## src/sv/vfpt_wmul.sv

```systemverilog
`timescale 1ns / 1ps
`default_nettype none
// ---------------------------------------------------------------------------
// vfpt_wmul
// Pipelined unsigned wide multiplier built from 32x32 limb products.
// One limb of b per step, two register layers per step.
// ---------------------------------------------------------------------------
module vfpt_wmul #(
    parameter int AW = 32,
    parameter int BW = 32,
    parameter int SW = 1
) (
    input  wire logic              clk,
    input  wire logic              en,
    input  wire logic [AW-1:0]     a,
    input  wire logic [BW-1:0]     b,
    input  wire logic [SW-1:0]     side_in,
    output logic      [AW+BW-1:0]  p,
    output logic      [SW-1:0]     side_out
);
    localparam int LW  = 32;
    localparam int NA  = (AW + LW - 1) / LW;
    localparam int NB  = (BW + LW - 1) / LW;
    localparam int AP  = NA * LW;
    localparam int BP  = NB * LW;
    localparam int CW  = AP + BP;
    localparam int EOW = AP + LW;

    logic [AP-1:0] a_s [0:NB-1];
    logic [BP-1:0] b_s [0:NB-1];
    logic [CW-1:0] c_s [0:NB];
    logic [SW-1:0] d_s [0:NB];

    assign a_s[0] = AP'(a);
    assign b_s[0] = BP'(b);
    assign c_s[0] = '0;
    assign d_s[0] = side_in;

    for (genvar j = 0; j < NB; j++)
    begin : g_step
        logic [2*LW-1:0] pp_reg [NA];
        logic [CW-1:0]   c_reg;
        logic [SW-1:0]   d_reg;
        logic [CW-1:0]   c_out_reg;
        logic [SW-1:0]   d_out_reg;
        logic [EOW-1:0]  ev;
        logic [EOW-1:0]  od;
        logic [CW-1:0]   sum_next;

        always_ff @(posedge clk)
        begin
            if (en)
            begin
                for (int i = 0; i < NA; i++)
                begin
                    pp_reg[i] <= a_s[j][i*LW +: LW] * b_s[j][j*LW +: LW];
                end
                c_reg <= c_s[j];
                d_reg <= d_s[j];
            end
        end

        // even and odd limb products do not overlap: two concatenated rows
        always_comb
        begin
            ev = '0;
            od = '0;
            for (int i = 0; i < NA; i++)
            begin
                if (i % 2 == 0)
                begin
                    ev[i*LW +: 2*LW] = pp_reg[i];
                end
                else
                begin
                    od[i*LW +: 2*LW] = pp_reg[i];
                end
            end
        end

        assign sum_next = c_reg + (CW'(ev) << (j * LW)) + (CW'(od) << (j * LW));

        always_ff @(posedge clk)
        begin
            if (en)
            begin
                c_out_reg <= sum_next;
                d_out_reg <= d_reg;
            end
        end

        assign c_s[j+1] = c_out_reg;
        assign d_s[j+1] = d_out_reg;

        if (j < NB - 1)
        begin : g_fwd
            logic [AP-1:0] a_reg;
            logic [AP-1:0] a_out_reg;
            logic [BP-1:0] b_reg;
            logic [BP-1:0] b_out_reg;

            always_ff @(posedge clk)
            begin
                if (en)
                begin
                    a_reg     <= a_s[j];
                    b_reg     <= b_s[j];
                    a_out_reg <= a_reg;
                    b_out_reg <= b_reg;
                end
            end

            assign a_s[j+1] = a_out_reg;
            assign b_s[j+1] = b_out_reg;
        end
    end

    assign p        = c_s[NB][AW+BW-1:0];
    assign side_out = d_s[NB];

endmodule
`default_nettype wire

```

## config.mk

```make
export PLATFORM = sky130hd
export DESIGN_NAME = vfpt_wmul
export DESIGN_NICKNAME = d
export VERILOG_FILES = /design/src/sv/vfpt_wmul.sv
export SDC_FILE = /design/constraint.sdc
export NUM_CORES = 2
export LEC_CHECK = 0
export BUFFER_PORTS_ARGS = -buffer_cell sky130_fd_sc_hd__buf_2
export CAP_MARGIN = 40
export CORE_ASPECT_RATIO = 0.6
export CORE_UTILIZATION = 35
export CTS_CLUSTER_DIAMETER = 80
export DETAILED_ROUTE_END_ITERATION = 8
export SYNTH_ARGS = -nofsm -noshare
export SYNTH_HDL_FRONTEND = slang
export SYNTH_SLANG_ARGS = --single-unit
export TNS_END_PERCENT = 20
```

## constraint.sdc

```tcl
create_clock -name clk -period 19.13 [get_ports clk]
set_clock_uncertainty 0.05 [all_clocks]
set_input_delay 0 -clock clk [delete_from_list [all_inputs] [get_ports clk]]
set_output_delay 0 -clock clk [all_outputs]
set_load 0.01 [all_outputs]
```

---- Yosys cells after proc, flatten, opt, wreduce, memory -nomap -nowiden ----
Memory sizes are Yosys's and may differ from the RTL's. A register that Yosys moved wholly into a read port is not among the register bits.
Cells that the tools add are included.
Widths: inputs -> output; s select.
operators by class
  mux-type cells .......................... 2
  multipliers ............................. 1
operators with widths
  operator        number
  $mul 32x32->64  1
  $mux 1          2
word-level totals
  logic and storage cells ................. 6
  memories ................................ 1
  memory bits (writable) .................. 64
  input bits .............................. 67
  register bits after elaboration ......... 2
memories
  name              words  width  rd ports  clocked after memory_dff  wr ports  RTL line  RTL
  g_step[0].pp_reg  1      64     1         1                         1         41        logic [2*LW-1:0] pp_reg [NA];

---- Depth between registers and ports, before layout ----
  word-level depth ........................ 2
  depth in mapped cells ................... 29

---- Worst setup path after synthesis ----
OpenSTA, ideal clock, no wires.
  path kind ............................... input port to flip-flop
  from .................................... input port b[9]
  to ...................................... memory g_step[0].pp_reg[0][60] (netlist bit), data pin
  arrival ................................. 7.059 ns
  library setup time ...................... 0.262 ns
  required time ........................... 18.818 ns
  stages on the path ...................... 26
  slack ................................... 11.759 ns
  path through ............................ clkbuf_1 nand2_1 fa_1 inv_1 fa_1 inv_1 fa_1 inv_1 fa_1 fa_1 fa_1 fa_1 inv_1 fa_1 inv_1 ha_1 and3_1 and3_2 and2_4 a2111o_1 a32oi_1 a31oi_1 a221o_1 a221oi_1 o21ai_1 xor2_1
on the way
  word-level cells in the longest chain between the ends .. 1
ends and longest elaborated chain
  element          RTL line  RTL
  start, declared  16        input wire logic [BW-1:0] b,
  $mul 32x32->64   56        pp_reg[i] <= a_s[j][i*LW +: LW] * b_s[j][j*LW +: LW];
  end, declared    41
No other way between the ends.

---- Worst setup path in the final report ----
  from .................................... input port a[15]
  to ...................................... memory g_step[0].pp_reg[0][60] (netlist bit), data pin
on the way
  word-level cells in the longest chain between the ends .. 1
ends and longest elaborated chain
  element          RTL line  RTL
  start, declared  15        input wire logic [AW-1:0] a,
  $mul 32x32->64   56
No other way between the ends.

==> summary.txt <==
Run status
  – Status: finished, final reports clean

CTS
  – CTS buffer count: 25
  – CTS Root Buffer Type: clkbuf_16
  – Clock sinks: 130
  – Clk buf depth: 3
  – Post-CTS Setup Inserts: 0
  – Worst skew pair latency: 0.48 ns
  – CTS tree: yes
  – Post-CTS sizing: 0
  – Hold buffers post-CTS: 2
  – Clk slew on worst S/H paths: 0.06 ns
  – H-tree depth: 4

Critical path
  – CP dominant cell by count: fa_1
  – Top Family by Delay on Critical Path: adder cells
  – Worst-path cell chain: buf_2, and2_1, fa_1, fa_1, inv_1, fa_1, fa_1, fa_1, inv_1, fa_1, fa_1, fa_1, ha_1, nand2_1, nor2_1, a211o_2, a2111o_1, a32oi_1, a31oi_1, a221o_1, a221oi_1, o21ai_1, xor2_1
  – Worst Setup End Kind: flop
  – Crit path DAT: 8.51 ns
  – Critical path peak fanout: 32
  – Setup CP Type: primary input to flop
  – Worst setup SP type: primary input
  – Slowest-stage cell, CP: buf_2
  – Crit-path max cell delay: 0.77 ns
  – CP Data Required Time: 19.30 ns
  – CP Buf/Inv Count: 3

Floorplanning
  – Starting Density: 0.354
  – Die width: 423 um
  – Core area: 0.105 mm^2
  – Num rows: 92
  – Area of the die: 0.108 mm^2
  – Die Span Y: 254 um
  – IO Count: 132

Logic synthesis
  – Synth Area in Simple Gates: 0.162
  – Post-synth EDFFs: 130
  – Register area share after synthesis: 0.105
  – Adder-cell share of the synthesized area: 0.571
  – Top-area cell type share of the netlist area: 0.483
  – Yosys warns: 0
  – Cell with the most instances after synthesis: fa_1
  – Avg Inst Size Synth: 9.80 um^2
  – Main combinational cell family by area after synthesis: adder cells
  – Mux contribution to synthesized area: 0.000269
  – Synth async-reset ratio: 0
  – Gate Count Post-Synth: 3,793
  – Top FF cell, synth: edfxtp_1
  – Library cells used by synthesis: 71
  – Seq cells post-synth: 130
  – Post-Synth XOR/XNOR Area: 0.0146
  – Area leader, netlist: fa_1
  – Synth top cells by count: 896 x fa_1, 861 x inv_1, 599 x and2_1, 473 x nand2_1, 263 x ha_1
  – Area of the mapped netlist: 0.0372 mm^2
  – Top post-synthesis cells by area: fa_1 48%, edfxtp_1 11%, and2_1 10%, ha_1 8.9%, inv_1 8.7%
  – Syn Nets: 5,019
  – Complex-gate fraction of the synthesized area: 0.0358

Detailed routing
  – Avg Vias per Cell: 4.93
  – Final WL: 108,000 um
  – First drt pass iteration count: 7
  – Drt wl/cell: 20.8 um
  – Final ANT Viol Nets: 0
  – DRC viols: 0
  – Vias: 25,600
  – Initial drt markers: 2,053

Global route
  – GRT overflow: 0
  – Vias in the first global route: 27,900
  – Total track usage: 0.208
  – Initial antenna violation count: 4
  – Largest net degree at the start of global routing: 68
  – First-pass GRT wire length: 169,000 um

Placement
  – I/O Buffers: 131
  – Post-DP HPWL: 81,100 um
  – Dpl ws: 10.50 ns
  – Final GP Congestion: 0.876

STA
  – Worst rel slew slack: 0.311
  – Max Fclk: 120 MHz
  – Tmin final: 8.35 ns
  – Setup Viol. Count Final: 0
  – Setup TNS: 0 ns
  – Final Hold Viols: 0
  – Count of pins over their slew limit: 0
  – Post-route clock period utilization: 0.436
  – RSZ-0062 raised after global routing: false
  – Slew @ Worst Pin: 1.03 ns
  – Setup slack after layout: 10.78 ns

Hold path
  – Hold WC Path Type: primary input to flop

Layout
  – P&R area growth vs syn: 7.28%
  – Share of cells above drive strength 1: 0.0563
  – Nets: 5,001

Job
  – Max-Cap Viols: 0
[cells by family (layout without fill, tap and decap cells)]
family	after synthesis	after routing
and+or+nand+nor	1164	1164
other	0	5
buffers and inverters	1075	1063
muxes	1	1
DFF	130	130
AOI/OAI and AO/OA	202	202
adders and majority gates	1159	1159
xor gates and xnor gates	62	62
[cell type report]
type,count,area (um^2)
diodes,5,12.5
clock buffers,27,633
clock inverters,6,25.0
fillers,10500,65200
inverters,861,3230
multi-input cells,2588,29100
flip-flops and latches,130,3900
well taps,1410,1760
repair buffers,169,1160
[final timing paths]
| kind | start | cells after the start | slack (ns) | end |
|---|---|---|---|---|
| worst max-delay path | a[15] | 23 | 10.78 | g_step[0].pp_reg[0][60]$_DFFE_PP_ |
| worst min-delay path | side_in | 2 | 0.19 | g_step[0].d_reg$_DFFE_PP_ |
| worst max register to register | g_step[0].pp_reg[0][56]$_DFFE_PP_ | 0 | 18.33 | p[56]$_DFFE_PP_ |
| worst min register to register | g_step[0].pp_reg[0][45]$_DFFE_PP_ | 0 | 0.36 | p[45]$_DFFE_PP_ |
[metrics by stage]
stage / cell area (um^2) / cells / hold slack (ns) / utilization
4_1_cts: 39800 / 5190 / 0.148 / 0.379
5_1_grt: 39900 / 5191 / 0.172 / 0.379
6_report: 39900 / 5196 / 0.191 / 0.379
3_5_place_dp: 39200 / 5155 / 0.145 / 0.373
3_3_place_gp: 38900 / 5141 / 0.132 / 0.370
2_1_floorplan: 37200 / 3793 / 0.0489 / -
[layer usage]
layer | wire length [um] | track usage | vias up
li1 | - | - | 11100
met1 | 48400 | 0.297 | 13500
met2 | 48500 | 0.325 | 944
met3 | 9540 | 0.0497 | 113
met4 | 1620 | 0.0325 | 0
met5 | 0 | 0 | -
[cell usage in the layout, fill, tap and decap left out, types with 4 or more instances in the layout]
master / count
inv_1: 861
nor2_1: 31
diode_2: 5
fa_1: 896
and3_1: 8
nand4_1: 18
a31oi_1: 15
clkbuf_16: 25
o21a_1: 4
nor3_1: 7
edfxtp_1: 130
o21bai_1: 9
buf_2: 130
a21oi_1: 65
xor2_1: 27
o21ai_1: 4
and2_1: 599
buf_12: 12
a21o_1: 32
buf_4: 21
clkinv_1: 4
xnor2_1: 35
ha_1: 263
a211oi_1: 4
nand2_1: 473
o21ai_0: 36
nand3_1: 10
Power is not shown: default switching activity piles up to over one toggle a cycle in this logic, so the estimate is an artifact.
